===== src/design/bamt_pkg.sv =====
`timescale 1ns / 1ps
// ----------------------------------------------------------------------------
// bamt_pkg
// Shared types, constants and the address fold for the breakpoint table.
// ----------------------------------------------------------------------------
package bamt_pkg;

  localparam int SLOT_COUNT_DEF = 16;
  localparam int SLOT_W         = 4;
  localparam int ADDR_W         = 32;

  localparam logic [ADDR_W-1:0] FOLD_KEEP_BASE = 32'hFFFF8000;
  localparam logic [ADDR_W-1:0] BOOT_ROM_LO    = 32'hBFC00000;
  localparam logic [ADDR_W-1:0] BOOT_ROM_HI    = 32'hBFFFFFFF;
  localparam logic [ADDR_W-1:0] BOOT_ROM_MASK  = 32'h1FFFFFFF;
  localparam logic [ADDR_W-1:0] SEG_MASK       = 32'h7FFFFFFF;
  localparam logic [3:0]        MIRROR_TOP_A   = 4'h2;
  localparam logic [3:0]        MIRROR_TOP_B   = 4'h3;

  localparam logic ACT_WRITE = 1'b0;
  localparam logic ACT_QUERY = 1'b1;

  typedef enum logic [1:0] {
    ST_IDLE,
    ST_SCAN,
    ST_DRAIN,
    ST_DONE
  } bamt_state_t;

  typedef struct packed {
    logic              action;
    logic [SLOT_W-1:0] slot_index;
    logic              slot_valid;
    logic [ADDR_W-1:0] slot_address;
    logic              slot_enabled;
    logic              slot_temporary;
    logic              slot_has_condition;
    logic [ADDR_W-1:0] query_address;
  } bamt_in_t;

  typedef struct packed {
    logic              break_hit;
    logic              present;
    logic              present_enabled;
    logic [SLOT_W-1:0] match_slot;
    logic              condition_present;
    logic [SLOT_W-1:0] condition_slot;
    logic [ADDR_W-1:0] normalized_address;
  } bamt_out_t;

  // one table entry as kept in the slot ram, address already folded
  typedef struct packed {
    logic [ADDR_W-1:0] addr;
    logic              enabled;
    logic              temporary;
    logic              has_cond;
  } bamt_entry_t;

  typedef struct packed {
    logic load_query;
    logic write_slot;
    logic rd_en;
    logic finish_write;
    logic finish_query;
  } bamt_cmd_t;

  function automatic logic [ADDR_W-1:0] fold_address(input logic [ADDR_W-1:0] a);
    logic [ADDR_W-1:0] v;
    v = a;
    if (a < FOLD_KEEP_BASE) begin
      if (v >= BOOT_ROM_LO && v <= BOOT_ROM_HI) begin
        v = v & BOOT_ROM_MASK;
      end
      v = v & SEG_MASK;
      if (v[31:28] == MIRROR_TOP_A || v[31:28] == MIRROR_TOP_B) begin
        v[31:28] = 4'h0;
      end
    end
    return v;
  endfunction

endpackage


===== src/design/bamt_ram.sv =====
`timescale 1ns / 1ps
// ----------------------------------------------------------------------------
// bamt_ram
// Generic single write port, single read port ram with registered read data.
// ----------------------------------------------------------------------------
module bamt_ram #(
  parameter int WIDTH = 8,
  parameter int DEPTH = 16
) (
  input  logic                                 clk,
  input  logic                                 we,
  input  logic [(DEPTH > 1 ? $clog2(DEPTH) : 1)-1:0] waddr,
  input  logic [WIDTH-1:0]                     wdata,
  input  logic                                 re,
  input  logic [(DEPTH > 1 ? $clog2(DEPTH) : 1)-1:0] raddr,
  output logic [WIDTH-1:0]                     rdata
);

  logic [WIDTH-1:0] mem [DEPTH];

  always_ff @(posedge clk) begin
    if (we) begin
      mem[waddr] <= wdata;
    end
    if (re) begin
      rdata <= mem[raddr];
    end
  end

endmodule


===== src/design/bamt_ctrl.sv =====
`timescale 1ns / 1ps
// ----------------------------------------------------------------------------
// bamt_ctrl
// Sequencer: takes words, steps the slot scan and tells the datapath when to
// write, load, read and report.
// ----------------------------------------------------------------------------
module bamt_ctrl #(
  parameter int SLOT_COUNT = bamt_pkg::SLOT_COUNT_DEF,
  localparam int IDX_W     = (SLOT_COUNT > 1) ? $clog2(SLOT_COUNT) : 1
) (
  input  logic                clk,
  input  logic                rst,
  input  logic                start,
  input  logic                action,
  output logic                busy,
  output bamt_pkg::bamt_cmd_t cmd,
  output logic [IDX_W-1:0]    rd_idx
);

  localparam logic [IDX_W-1:0] LAST_IDX = IDX_W'(SLOT_COUNT - 1);

  bamt_pkg::bamt_state_t state, state_next;
  logic [IDX_W-1:0]      cnt, cnt_next;

  always_ff @(posedge clk) begin
    if (rst) begin
      state <= bamt_pkg::ST_IDLE;
      cnt   <= '0;
    end else begin
      state <= state_next;
      cnt   <= cnt_next;
    end
  end

  always_comb begin
    state_next = state;
    cnt_next   = cnt;
    cmd        = '0;
    rd_idx     = cnt;
    busy       = (state != bamt_pkg::ST_IDLE);
    case (state)
      bamt_pkg::ST_IDLE: begin
        rd_idx = '0;
        if (start) begin
          if (action == bamt_pkg::ACT_QUERY) begin
            // slot 0 is read in the accept cycle
            cmd.load_query = 1'b1;
            cmd.rd_en      = 1'b1;
            cnt_next       = IDX_W'(1);
            state_next     = (SLOT_COUNT == 1) ? bamt_pkg::ST_DRAIN : bamt_pkg::ST_SCAN;
          end else begin
            cmd.write_slot   = 1'b1;
            cmd.finish_write = 1'b1;
          end
        end
      end
      bamt_pkg::ST_SCAN: begin
        cmd.rd_en = 1'b1;
        cnt_next  = cnt + IDX_W'(1);
        if (cnt == LAST_IDX) begin
          state_next = bamt_pkg::ST_DRAIN;
        end
      end
      bamt_pkg::ST_DRAIN: begin
        state_next = bamt_pkg::ST_DONE;
      end
      bamt_pkg::ST_DONE: begin
        cmd.finish_query = 1'b1;
        state_next       = bamt_pkg::ST_IDLE;
      end
      default: begin
        state_next = bamt_pkg::ST_IDLE;
      end
    endcase
  end

endmodule


===== src/design/bamt_datapath.sv =====
`timescale 1ns / 1ps
// ----------------------------------------------------------------------------
// bamt_datapath
// Slot table, folded query register, one compare per cycle against the slot
// read back, match accumulators and the result register.
// ----------------------------------------------------------------------------
module bamt_datapath #(
  parameter int SLOT_COUNT = bamt_pkg::SLOT_COUNT_DEF,
  localparam int IDX_W     = (SLOT_COUNT > 1) ? $clog2(SLOT_COUNT) : 1
) (
  input  logic                clk,
  input  logic                rst,
  input  bamt_pkg::bamt_cmd_t cmd,
  input  logic [IDX_W-1:0]    rd_idx,
  input  bamt_pkg::bamt_in_t  item,
  output logic                done,
  output bamt_pkg::bamt_out_t result
);

  localparam int ENTRY_W = $bits(bamt_pkg::bamt_entry_t);

  logic [SLOT_COUNT-1:0]           valid_bits;
  logic [bamt_pkg::ADDR_W-1:0]     q;
  logic [IDX_W-1:0]                wr_addr;
  logic                            wr_en;
  bamt_pkg::bamt_entry_t           wr_entry;
  logic [ENTRY_W-1:0]              rdata;
  bamt_pkg::bamt_entry_t           rd_entry;

  logic                            cmp_en;
  logic                            cmp_valid;
  logic [IDX_W-1:0]                cmp_idx;
  logic                            match;

  logic                            first_found;
  logic                            first_en;
  logic [IDX_W-1:0]                first_idx;
  logic                            temp_found;
  logic                            temp_en;
  logic                            plain_found;
  logic                            plain_cond;
  logic [IDX_W-1:0]                plain_idx;
  logic                            cond_apply;

  assign wr_addr = IDX_W'(item.slot_index);
  assign wr_en   = cmd.write_slot && (32'(item.slot_index) < 32'(SLOT_COUNT));

  // slot addresses are kept folded, so the scan compares directly
  always_comb begin
    wr_entry.addr      = bamt_pkg::fold_address(item.slot_address);
    wr_entry.enabled   = item.slot_enabled;
    wr_entry.temporary = item.slot_temporary;
    wr_entry.has_cond  = item.slot_has_condition;
  end

  bamt_ram #(
    .WIDTH(ENTRY_W),
    .DEPTH(SLOT_COUNT)
  ) u_slot_ram (
    .clk  (clk),
    .we   (wr_en),
    .waddr(wr_addr),
    .wdata(wr_entry),
    .re   (cmd.rd_en),
    .raddr(rd_idx),
    .rdata(rdata)
  );

  assign rd_entry = bamt_pkg::bamt_entry_t'(rdata);
  assign match    = cmp_en && cmp_valid && (rd_entry.addr == q);

  always_ff @(posedge clk) begin
    if (rst) begin
      valid_bits <= '0;
    end else if (wr_en) begin
      valid_bits[wr_addr] <= item.slot_valid;
    end
  end

  // valid bit and index are registered alongside the ram read data
  always_ff @(posedge clk) begin
    if (rst) begin
      cmp_en <= 1'b0;
    end else begin
      cmp_en <= cmd.rd_en;
    end
    cmp_valid <= valid_bits[rd_idx];
    cmp_idx   <= rd_idx;
  end

  always_ff @(posedge clk) begin
    if (cmd.load_query) begin
      q <= bamt_pkg::fold_address(item.query_address);
    end
  end

  always_ff @(posedge clk) begin
    if (rst || cmd.load_query) begin
      first_found <= 1'b0;
      temp_found  <= 1'b0;
      plain_found <= 1'b0;
    end else if (match) begin
      if (!first_found) begin
        first_found <= 1'b1;
      end
      if (rd_entry.temporary && !temp_found) begin
        temp_found <= 1'b1;
      end
      if (!rd_entry.temporary && !plain_found) begin
        plain_found <= 1'b1;
      end
    end
  end

  always_ff @(posedge clk) begin
    if (match) begin
      if (!first_found) begin
        first_en  <= rd_entry.enabled;
        first_idx <= cmp_idx;
      end
      if (rd_entry.temporary && !temp_found) begin
        temp_en <= rd_entry.enabled;
      end
      if (!rd_entry.temporary && !plain_found) begin
        plain_cond <= rd_entry.has_cond;
        plain_idx  <= cmp_idx;
      end
    end
  end

  // a temporary match suppresses the conditional report
  assign cond_apply = !temp_found && plain_found && plain_cond;

  always_ff @(posedge clk) begin
    if (rst) begin
      done <= 1'b0;
    end else begin
      done <= cmd.finish_write || cmd.finish_query;
    end
  end

  always_ff @(posedge clk) begin
    if (cmd.finish_write) begin
      result <= '0;
    end else if (cmd.finish_query) begin
      result.break_hit          <= (first_found && first_en) || (temp_found && temp_en);
      result.present            <= first_found;
      result.present_enabled    <= first_found && first_en;
      result.match_slot         <= first_found ? bamt_pkg::SLOT_W'(first_idx) : '0;
      result.condition_present  <= cond_apply;
      result.condition_slot     <= cond_apply ? bamt_pkg::SLOT_W'(plain_idx) : '0;
      result.normalized_address <= q;
    end
  end

endmodule


===== src/design/breakpoint_address_match_table_top.sv =====
`timescale 1ns / 1ps
// ----------------------------------------------------------------------------
// breakpoint_address_match_table_top
// Breakpoint slot table with folded address matching, first match in slot
// order, temporary fallback and conditional slot report.
// ----------------------------------------------------------------------------
//
//   channel   handshake            payload
//   input     start & !busy        item   (bamt_in_t)
//   result    done, one cycle      result (bamt_out_t)
//
// a write word is taken while idle, its all-zero result strobes in the next cycle
// a query reads one slot per cycle from the slot ram, then compares each
// slot in the cycle after its read, and the next word can be taken in the
// cycle in which the result strobes
// reset clears all valid bits at once, so no clearing pass is needed
// the receiver cannot stall: done marks each result for one cycle only
//
module breakpoint_address_match_table_top #(
  parameter int SLOT_COUNT = bamt_pkg::SLOT_COUNT_DEF,
  localparam int IDX_W     = (SLOT_COUNT > 1) ? $clog2(SLOT_COUNT) : 1
) (
  input  logic                clk,
  input  logic                rst,
  input  logic                start,
  output logic                busy,
  input  bamt_pkg::bamt_in_t  item,
  output logic                done,
  output bamt_pkg::bamt_out_t result
);

  bamt_pkg::bamt_cmd_t cmd;
  logic [IDX_W-1:0]    rd_idx;

  bamt_ctrl #(
    .SLOT_COUNT(SLOT_COUNT)
  ) u_ctrl (
    .clk   (clk),
    .rst   (rst),
    .start (start),
    .action(item.action),
    .busy  (busy),
    .cmd   (cmd),
    .rd_idx(rd_idx)
  );

  bamt_datapath #(
    .SLOT_COUNT(SLOT_COUNT)
  ) u_datapath (
    .clk   (clk),
    .rst   (rst),
    .cmd   (cmd),
    .rd_idx(rd_idx),
    .item  (item),
    .done  (done),
    .result(result)
  );

endmodule


===== config.mk =====
export PLATFORM = sky130hd
export DESIGN_NAME = breakpoint_address_match_table_top
export DESIGN_NICKNAME = d
export VERILOG_FILES = /design/src/design/bamt_pkg.sv /design/src/design/bamt_ram.sv /design/src/design/bamt_ctrl.sv /design/src/design/bamt_datapath.sv /design/src/design/breakpoint_address_match_table_top.sv
export SDC_FILE = /design/constraint.sdc
export NUM_CORES = 1
export LEC_CHECK = 0
export CAP_MARGIN = 20
export CORE_MARGIN = 1
export CORE_UTILIZATION = 45
export CTS_BUF_LIST = sky130_fd_sc_hd__clkbuf_4
export DETAILED_ROUTE_END_ITERATION = 10
export DONT_BUFFER_PORTS = 1
export PLACE_DENSITY = 0.66
export SKIP_LAST_GASP = 1
export SLEW_MARGIN = 20
export SYNTH_ARGS = -nofsm -noshare
export SYNTH_HDL_FRONTEND = slang
export SYNTH_SLANG_ARGS = --single-unit

===== constraint.sdc =====
create_clock -name clk -period 8 [get_ports clk]
set_input_delay 1.6 -clock clk [delete_from_list [all_inputs] [get_ports clk]]
set_output_delay 1.6 -clock clk [all_outputs]
set_load 0.01 [all_outputs]

==> After elaboration in Yosys (flattened, before gate mapping) <==
Memories as Yosys holds them, arrays and structs flattened. A register that Yosys moved wholly into a read port is not among the register bits.
Cells that the tools add are included.
{ "classes": {"n_reduce_logical": 27, "shifts": 0, "mux": 33, "div_mod_pow": 0, "n_lt_le_gt_ge": 9, "add_sub_neg": 1, "bitwise_logic": 1, "n_eq_ne": 12, "n_mul": 0} }
{ "ops": {"columns": ["cell", "count"], "rows": [
  ["$mux W31", 5],
  ["$ge A32 B32 Y1 const B", 2],
  ["$le A32 B32 Y1 const B", 2],
  ["$lt A32 B32 Y1 const B", 2],
  ["$mux W32", 2],
  ["$eq A32 B32 Y1", 1],
  ["$mux W4", 6],
  ["$bwmux W16", 1],
  ["$eq A3 B2 Y1 const B", 4],
  ["$logic_and A1 B1 Y1", 11],
  ["$lt A4 B5 Y1 const B", 2],
  ["$mux W1", 8],
  ["$mux W2", 4],
  ["$pmux W2 S4", 1],
  ["$pmux W4 S2", 1],
  ["$mux W3", 2],
  ["$reduce_and A2 Y1", 3],
  ["$reduce_and A3 Y1", 2],
  ["$logic_or A1 B1 Y1", 5],
  ["$add A4 B1 Y4 const B", 1],
  ["$bmux W1 S4", 1],
  ["$demux W1 S4", 1],
  ["$eq A2 B2 Y1 const B", 2],
  ["$eq A4 B4 Y1 const B", 1],
  ["9 further kinds", 13]
]} }
{ "totals": {"ramBits": 560, "memories": 1, "latchBits": 0, "romBits": 0, "register_bits": 119} }
{ "memory_table": {"columns": ["name", "depth", "width", "rd", "rd_clocked_by_memory_dff", "wr", "line_no", "text"], "rows": [
  ["u_datapath.u_slot_ram.mem", 16, 35, 1, 1, 1, "bamt_ram.sv:19", "logic [WIDTH-1:0] mem [DEPTH];"]
]} }

==> Depth between registers and ports, before layout <==
Gate-level depths: netlist of the first run.
{ "depth": {"word_depth": 9, "depth_mapped": 11, "ltp_nobuf": 8} }

==> Hierarchy <==
Synthesis of the first run repeated with hierarchy kept, for this count alone.
{ "hier_totals": {"hier_cells": 1349, "area_unflattened_um2": 27326.2} }
{ "modules_own_cells": {"columns": ["mod", "area_each_um2", "n_inst", "cells_each", "seq_area_each_um2"], "rows": [
  ["bamt_ram", 22404.0, 1, 914, 17867.1],
  ["bamt_datapath", 4480.5, 1, 383, 2692.6],
  ["bamt_ctrl", 441.7, 1, 52, 120.1]
]} }

==> Least setup slack after synthesis of the first run <==
OpenSTA, ideal clock, no wires.
{ "synth_path": {"path_type": "input port to flip-flop", "start": "input port item[72] (netlist name)", "end": "register u_datapath.valid_bits[2]", "arrival_ns": 5.013, "cell_stages": 6, "slack_ns": 2.860, "setup_ns": 0.128, "path_cell_list": "and3b_1 > buf_4 > nand3b_1 > nor3_1 > mux2i_1 > nor2_1"} }
{ "synth_via": {"elab_chain_len": 3} }
{ "synth_lines": {"columns": ["element", "line_no", "text"], "rows": [
  ["start, declared", "breakpoint_address_match_table_top.sv:27", "input bamt_pkg::bamt_in_t item,"],
  ["$mux W1", "bamt_ctrl.sv:45", "if (action == bamt_pkg::ACT_QUERY) begin"],
  ["$mux W4", "bamt_ctrl.sv:44", "if (start) begin"],
  ["$mux W2", "bamt_ctrl.sv:41", "case (state)"],
  ["end signal, assigned by index", "bamt_datapath.sv:76", "valid_bits[wr_addr] <= item.slot_valid;"],
  ["end, declared", "bamt_datapath.sv:22", "logic [SLOT_COUNT-1:0] valid_bits;"]
]} }
No other way between the ends.
A chain may end at the register's enable or synchronous reset.

==> Worst setup path after layout of the first run <==
{ "layout_path": {"start": "register u_ctrl.state[1]", "end": "memory u_datapath.u_slot_ram.mem[6][21] (netlist name) (enable)"} }
{ "layout_via": {"elab_chain_len": 4} }
{ "layout_lines": {"columns": ["element", "line_no", "text"], "rows": [
  ["start, declared", "bamt_ctrl.sv:22", "bamt_pkg::bamt_state_t state, state_next;"],
  ["start signal, assigned", "bamt_ctrl.sv:27", "state <= bamt_pkg::ST_IDLE;"],
  ["start signal, assigned", "bamt_ctrl.sv:30", "state <= state_next;"],
  ["$logic_not A2 Y1", "bamt_ctrl.sv:41", null],
  ["$mux W2", "bamt_ctrl.sv:41", null],
  ["$mux W1", "bamt_ram.sv:22", "if (we) begin"],
  ["$mux W1 (implied by the code)", "bamt_ram.sv:23", "mem[waddr] <= wdata;"],
  ["end, declared", "bamt_ram.sv:19", null]
]} }
No other way between the ends.

==> results of run 1 <==
-- sequential cells by signal, summed over array words and instances (netlist names) --
name                         count
u_datapath.q                    32
u_ctrl.cnt                       4
u_datapath.done                  1
u_datapath.valid_bits           16
u_datapath.cmp_valid             1
u_datapath.first_en              1
u_datapath.first_idx             4
u_datapath.cmp_en                1
u_datapath.plain_cond            1
u_ctrl.state                     2
u_datapath.plain_found           1
u_datapath.first_found           1
u_datapath.result               44
u_datapath.temp_en               1
u_datapath.u_slot_ram.rdata     35
u_datapath.temp_found            1
u_datapath.u_slot_ram.mem      560
u_datapath.plain_idx             4
u_datapath.cmp_idx               4
-- worst max-delay path, cell delays in order, from the launching register on --
cell and delay (ns):
dfxtp_1 0.34, inv_1 0.14, ha_4 0.54, and3b_2 0.90, nand3b_1 0.54, nor2_4 0.60
buf_4 0.49
-- cells in the mapped netlist, drive strengths merged, types with 31 or more instances --
cell / count / share of area
edfxtp: 638 / 0.68
mux2: 144 / 0.058
a21oi: 123 / 0.022
mux2i: 115 / 0.041
nand2: 89 / 0.012
o21ai: 81 / 0.014
dfxtp: 76 / 0.054
nor2: 67 / 0.0090
clkbuf: 63 / 0.0084
buf: 53 / 0.0095
nand3: 45 / 0.0080
a211oi: 40 / 0.011
nor2b: 40 / 0.0089
a221oi: 36 / 0.011
o221ai: 35 / 0.011
o31ai: 35 / 0.0094
xor2: 31 / 0.0097
-- layout make-up --
cell class,count,area [µm²],share of cell area
diodes,4,10.01,0.0003206
clock buffers,244,1832,0.05866
clock inverters,70,310.3,0.009937
inverters,8,30.03,0.0009617
multi-input cells,955,7023,0.2249
flip-flops and latches,714,20690,0.6626
well taps,837,1047,0.03354
repair buffers,35,282.8,0.009056
-- power breakdown --
part | internal, mW | switching [mW]
registers | 4.29 | 0.217
logic | 0.513 | 0.771
clock network | 1.45 | 1.43
total | 6.25 | 2.41
-- worst min-delay path by stage --
stage | endpoint | slack (ns) | depth (start not counted)
5_1_grt | u_datapath.first_idx[2] | 0.45 | 0
3_3_place_gp | u_datapath.plain_cond | 0.41 | 0
2_1_floorplan | u_datapath.plain_cond | 0.40 | 0
3_5_place_dp | u_datapath.plain_cond | 0.42 | 0
4_1_cts | u_datapath.first_idx[2] | 0.43 | 0
6_report | u_datapath.first_idx[2] | 0.43 | 0
-- metrics by stage --
stage | utilization | worst slack (ns)
global route | 0.5060 | 3.698
global placement | 0.4707 | 3.166
finish | 0.5060 | 4.062
CTS | 0.5057 | 3.968
floorplan | - | 2.860
detailed placement | 0.4710 | 3.466
-- logic make-up (layout without fill, tap and decap cells) --
| family | count (synthesis) | after routing | synth area share |
|---|---|---|---|
| compound gates | 366 | 366 | 0.08327 |
| xor+xnor | 32 | 32 | 0.009985 |
| fa+ha+maj | 5 | 5 | 0.002229 |
| buf+inv | 124 | 357 | 0.01894 |
| flops | 714 | 714 | 0.7368 |
| mux | 259 | 259 | 0.09878 |
| other cells | 0 | 4 | 0 |
| simple gates | 293 | 293 | 0.05002 |
-- metal layers --
| metal | wire length (µm) | up-vias | track usage |
|---|---|---|---|
| met4 | 1309 | 2 | 0.07666 |
| met2 | 33070 | 625 | 0.3561 |
| met3 | 5491 | 108 | 0.07015 |
| li1 | - | 7300 | - |
| met1 | 27110 | 8091 | 0.2586 |
| met5 | 11 | - | 0 |
==> out/summary.md, run 1 <==
The run gives 1,793 as the cell count after synthesis. Most common cell after layout, fill and taps aside: edfxtp_1. The run gives 31,230 µm² as the final design instance area without fill. The data arrival time at the worst-slack endpoint is 4.57 ns, and the minimum setup slack among reg-to-reg paths is 4.06 ns.

The final count of hold timing violations was 0; the total wire length after detailed routing was 67.00 mm. After synthesis the netlist holds a flip-flop and latch count of 714. The share of flip-flops with an asynchronous set or reset is 0.

The leakage dissipation came out at 9.957 nW. The worst setup path is of the reg2reg kind. For the worst slew margin relative to its limit, the log shows 0.3542. The net count of the finished layout is 1,972.

The floorplan step defined a die boundary enclosing 63,380 µm². The first-pass GRT wire length is 99.37 mm. The register clock-pin slew on the reported worst setup and hold paths came out at 0.07 ns. The logs give 4 for the total number of H-tree levels and 28,070 µm² for the combined area of all synthesized cells. The number of flops mapped to enable cells by yosys was 638; the number of synthesis warnings was 0.

In this run, CTS created clock tree buffers numbering 177. TritonCTS built the clock tree. Setup violations remaining at the end of the flow were counted as 0.

Hold is met by 0.4295 ns. The via count of the first global-routing pass came out at 16,479. The final clock period utilization by the worst path works out to 0.4922.

The startpoint class of the critical path is a register. Average routed wire per standard cell: 23.37 µm. Summing all placed instances gives a cell area of 29,070 µm². Across the run, the number of max-cap violations was 0. The logs give 1,874 for the post-synth net total and 253.9 MHz for the maximum achievable frequency. For this run, the detailed router's first-pass iteration total came to 5. During I/O placement, the number of pins put on the boundary was 122. The tools report the startpoint of the worst setup timing path as u_ctrl.state[1]. In this run the vertical extent of the chip is 251.7 µm. At the worst endpoint, the required time is 8.63 ns. Entering global routing, the biggest net connects 129 pins. In this run, distinct cell masters in the synthesized netlist total 47. The run gives 2,867 as the final instance count without filler cells. For the worst flop-to-flop path, the logic depth is 6. Adding up every negative setup slack in the final design gives 0 ns.

The top cell types in the final layout, fill and taps aside, are 638 x edfxtp_1, 244 x clkbuf_4, 144 x mux2_2, 123 x a21oi_1, 115 x mux2i_1. The average cell area after synthesis works out to 15.65 µm². The number of setup buffers added after CTS is 0. The clock latency at the later pin of the worst-skew pair is 1.01 ns, and the cell row count is 91.

The worst clock skew was 0.04542 ns. The logs give 0 for the final count of pins violating max slew and 0 for the remaining antenna violation count after routing. At the end of routability-driven placement, the weighted congestion stood at 0.7830. The worst hold path begins at u_datapath.cmp_idx[2]. Clock tree synthesis selected as its root buffer the cell clkbuf_4. The DRC violations left came out at 0. The run finished with clean final reports. No sink is reached through more buffers than the 3 on the longest clock path. The design draws 8.664 mW. Minimum clock period after layout: 3.938 ns.

In this run the power density over the cells is 277.4 nW/µm². For this run the aggregate overflow at the end of global routing stands at 0. The HPWL after detailed placement was 37.34 mm. The largest voltage drop on the vdd net is 0.1091 mV, and the layout-stage area growth over the synthesis result is 11.25%. After detailed routing, the number of vias per cell comes to 5.625. The tightest min-delay check is of the reg2reg type. The vias after detailed routing was 16,126. For this run, the leading register cell type out of synthesis is edfxtp_1. The portion of the post-synthesis area used by sequential elements came out at 0.7368. The worst setup path is captured at a register. The effective utilization at floorplan was 0.4548.

Destination of the worst register-to-register timing path: u_datapath.u_slot_ram.mem[6][21]. The tree built by TritonCTS fans out to 714 sinks. Overall routing resource usage: 0.2135. The critical path ends at u_datapath.u_slot_ram.mem[6][21].

The layout cell share with drive strength beyond 1 is 0.2340. The floorplan step defined a core boundary enclosing 61,710 µm². The maximum fanout encountered on the critical timing path was 47.

The first-iteration detailed-routing DRC count is 1,277. The number of I/O port buffers was 0. Beginning of the worst register-to-register path: u_ctrl.state[1]. The run gives 0 as the post-CTS resize count.

From left edge to right edge, the die measures 251.7 µm. The logs give 4 for the number of antenna violations at the first check in global routing and 2,549 for the number of placed cells counting well taps. The count of hold-fix buffers inserted at cts was 0; the count of filler cells inserted in the layout was 5,171. At the pin with the least slew margin, the transition time is 0.9686 ns.

Setup repair after global routing left no endpoint under its margin.
Note: power is estimated with default switching activity, not from simulation.
==> run 2: changes to the inputs <==
Settings changed: PLACE_DENSITY 0.66 to 0.68.
Clock period 8 ns to 3.4 ns, I/O delays scaled along.
==> run 2 against run 1 <==
Against the previous run:
- clock power grew to 2.6 times the previous value
- count of clock-buffer cells in the layout grew 23
- design area rose by 4.2%
- via count grew 4.8%
- sequential cell count unchanged
- critical endpoint is now u_datapath.plain_idx[0]
- non-clock buffer count up 106
- highest routed layer unchanged
- sequential power increased by 130%
- utilization grew 2.1 points
- hold slack got worse by 0.31 ns
- combinational power rose to 2.7 times the previous value
==> out/summary.md, run 2 (synthesized netlist as in run 1, its figures left out) <==
In this run the count of I/O pins placed on the die edge is 122. In the final routed layout, each cell accounts on average for 24.39 µm. The cell depth of the worst min-delay path is 2, and the utilization of the core after routing is 0.5270.

The worst setup slack after layout was 0.4967 ns; the height of the die was 251.7 µm. The final count of pins violating max slew was 0; the via count of the first global-routing pass was 17,143. The vias after detailed routing is 16,905. The library cell used most frequently in the layout, excluding fill and tap cells, is edfxtp_1.

The logs give 21.36 mW for the total power consumption of the routed design and 29,490 µm² for the area of placed instances. The register ranked first by flip-flop count is u_datapath.u_slot_ram.mem. In this run the power density over the cells is 656.7 nW/µm².

For this design the static power due to leakage is 10.56 nW. In this run the worst hold path is classified as in2reg. The worst setup path is captured at a register. The die width came out at 251.7 µm. Counting the buffers created by CTS gives 178.

The number of optimization iterations in the first detailed-route pass was 5; the minimum clock period after layout was 2.903 ns. The worst slew margin relative to its limit came out at 0.3609. The number of placed instances, taps included, is 2,585. The critical path is of the reg2reg type.

The routed design has 72.30 mm of wire. Counting along the longest clock path gives a buffer depth of 3. The effective utilization at floorplan came out at 0.4548. Setup repair after global routing left no endpoint under its margin. In this run the number of H-tree levels came out at 4. The required time at the worst-slack endpoint is 4.02 ns, and the data arrival time at the worst-slack endpoint is 3.53 ns.

The logs give 0.4936 ns for the post-placement setup slack and 32,520 µm² for the final design instance area without fill. The worst setup path is launched from a register. The logs give 109 for the largest net degree at the start of global routing and 2,079 for the net total in the final layout.

The largest voltage drop on the vdd net was 0.3618 mV. The routability-driven placement congestion ratio was 0.8000; the clock latency at the later pin of the worst-skew pair was 1.05 ns. The layout-stage area growth over the synthesis result was 15.88%. After floorplanning, the core was sized to cover 61,710 µm². Leaving out fill and tap cells, the most frequent cells in the layout are 638 x edfxtp_1, 267 x clkbuf_4, 144 x mux2_2, 123 x a21oi_1, 115 x mux2i_1.

The register clock-pin slew on the reported worst setup and hold paths came out at 0.07 ns. Across the run, the number of max-cap violations was 0. The tools report the post-CTS resize count as 0.

Post-CTS setup buffer count: 0. The tree built by TritonCTS fans out to 714 sinks. The sum of negative setup slack is 0 ns, and the first-iteration detailed-routing DRC count is 1,477. The initialized floorplan defines 91 standard-cell rows. The run finished with clean final reports.

The count of nets left with antenna violations once routing finished came out at 0. After detailed routing, the number of vias per cell comes to 5.703. Hold is met by 0.1204 ns.

For the pin with the worst max-slew slack, the measured transition is 0.9587 ns. The depth of the most critical reg-to-reg path is 5, and the overall routing resource usage is 0.2279. Setup violations remaining at the end of the flow were counted as 0. After filler insertion, the fill cell instance count of the layout stands at 5,087. The tools report the final instance count without filler cells as 2,964. The HPWL after detailed placement was 39.29 mm; the layout cell share with drive strength beyond 1 was 0.2492. Timing would allow up to 344.4 MHz. The first global-routing pass estimated 106.2 mm of wire. The die covers 63,380 µm². The logs give 0 for the final count of hold timing violations and 0 for the DRC violations left. The number of I/O port buffers works out to 0. The tree is rooted in a clkbuf_4. Along the worst path, the maximum fanout reaches 5.

The number of antenna violations at the first check in global routing was 6; the final clock period utilization by the worst path was 0.8539. The total overflow left after global routing is 0. The largest registers in the layout are u_datapath.u_slot_ram.mem: 560 flops, u_datapath.result: 44 flops, u_datapath.u_slot_ram.rdata: 35 flops. TritonCTS built the clock tree.

The worst clock skew was 0.07058 ns. The register with the most flip-flops in the layout has 560 of them.
run 2: path summary, 6_finish.rpt:
| kind | slack, ns | start | end |
|---|---|---|---|
| setup / recovery | 0.50 | u_datapath.u_slot_ram.rdata[9] | u_datapath.plain_idx[0] |
| hold / removal | 0.12 | item[70] | u_datapath.u_slot_ram.mem[1][33] |
| setup reg to reg | 0.50 | u_datapath.u_slot_ram.rdata[9] | u_datapath.plain_idx[0] |
| hold reg to reg | 0.44 | u_datapath.cmp_idx[2] | u_datapath.first_idx[2] |
run 2: area by class of cell:
cell class                 count  area, µm²  share of cell area
sequential                   714      20690              0.6362
multi-input combinational    955       7027              0.2160
clock buffer                 267       2004             0.06163
timing repair buffer         141       1391             0.04278
tap                          837       1047             0.03220
clock inverter                38      324.1            0.009963
inverter                       8      30.03           0.0009233
antenna                        4      10.01           0.0003078
run 2: power breakdown:
part           total (mW)  switching, mW  internal [mW]
registers            10.5          0.428           10.1
logic                3.42           2.07           1.36
clock network        7.41           3.39           4.01
total                21.4           5.89           15.5
run 2: timing repair:
action	4_1_cts	5_1_grt
hold buffers	70	0
endpoints found under the setup margin	0	0
hold endpoints to repair	571	0
run 2: per-layer routing:
metal | vias to the layer above | routed length (µm) | track usage
met1 | 8554 | 30130 | 0.2949
met3 | 112 | 6015 | 0.06025
met2 | 735 | 34800 | 0.3715
li1 | 7500 | - | -
met5 | - | 33 | 0
met4 | 4 | 1330 | 0.07840
run 2: worst max-delay path, stage by stage (launching register included):
cell and delay, ns:
edfxtp_1 0.52, xor2_1 0.19, nor4_1 0.46, nand4_1 0.31, or3_1 0.47, nor3_1 0.56
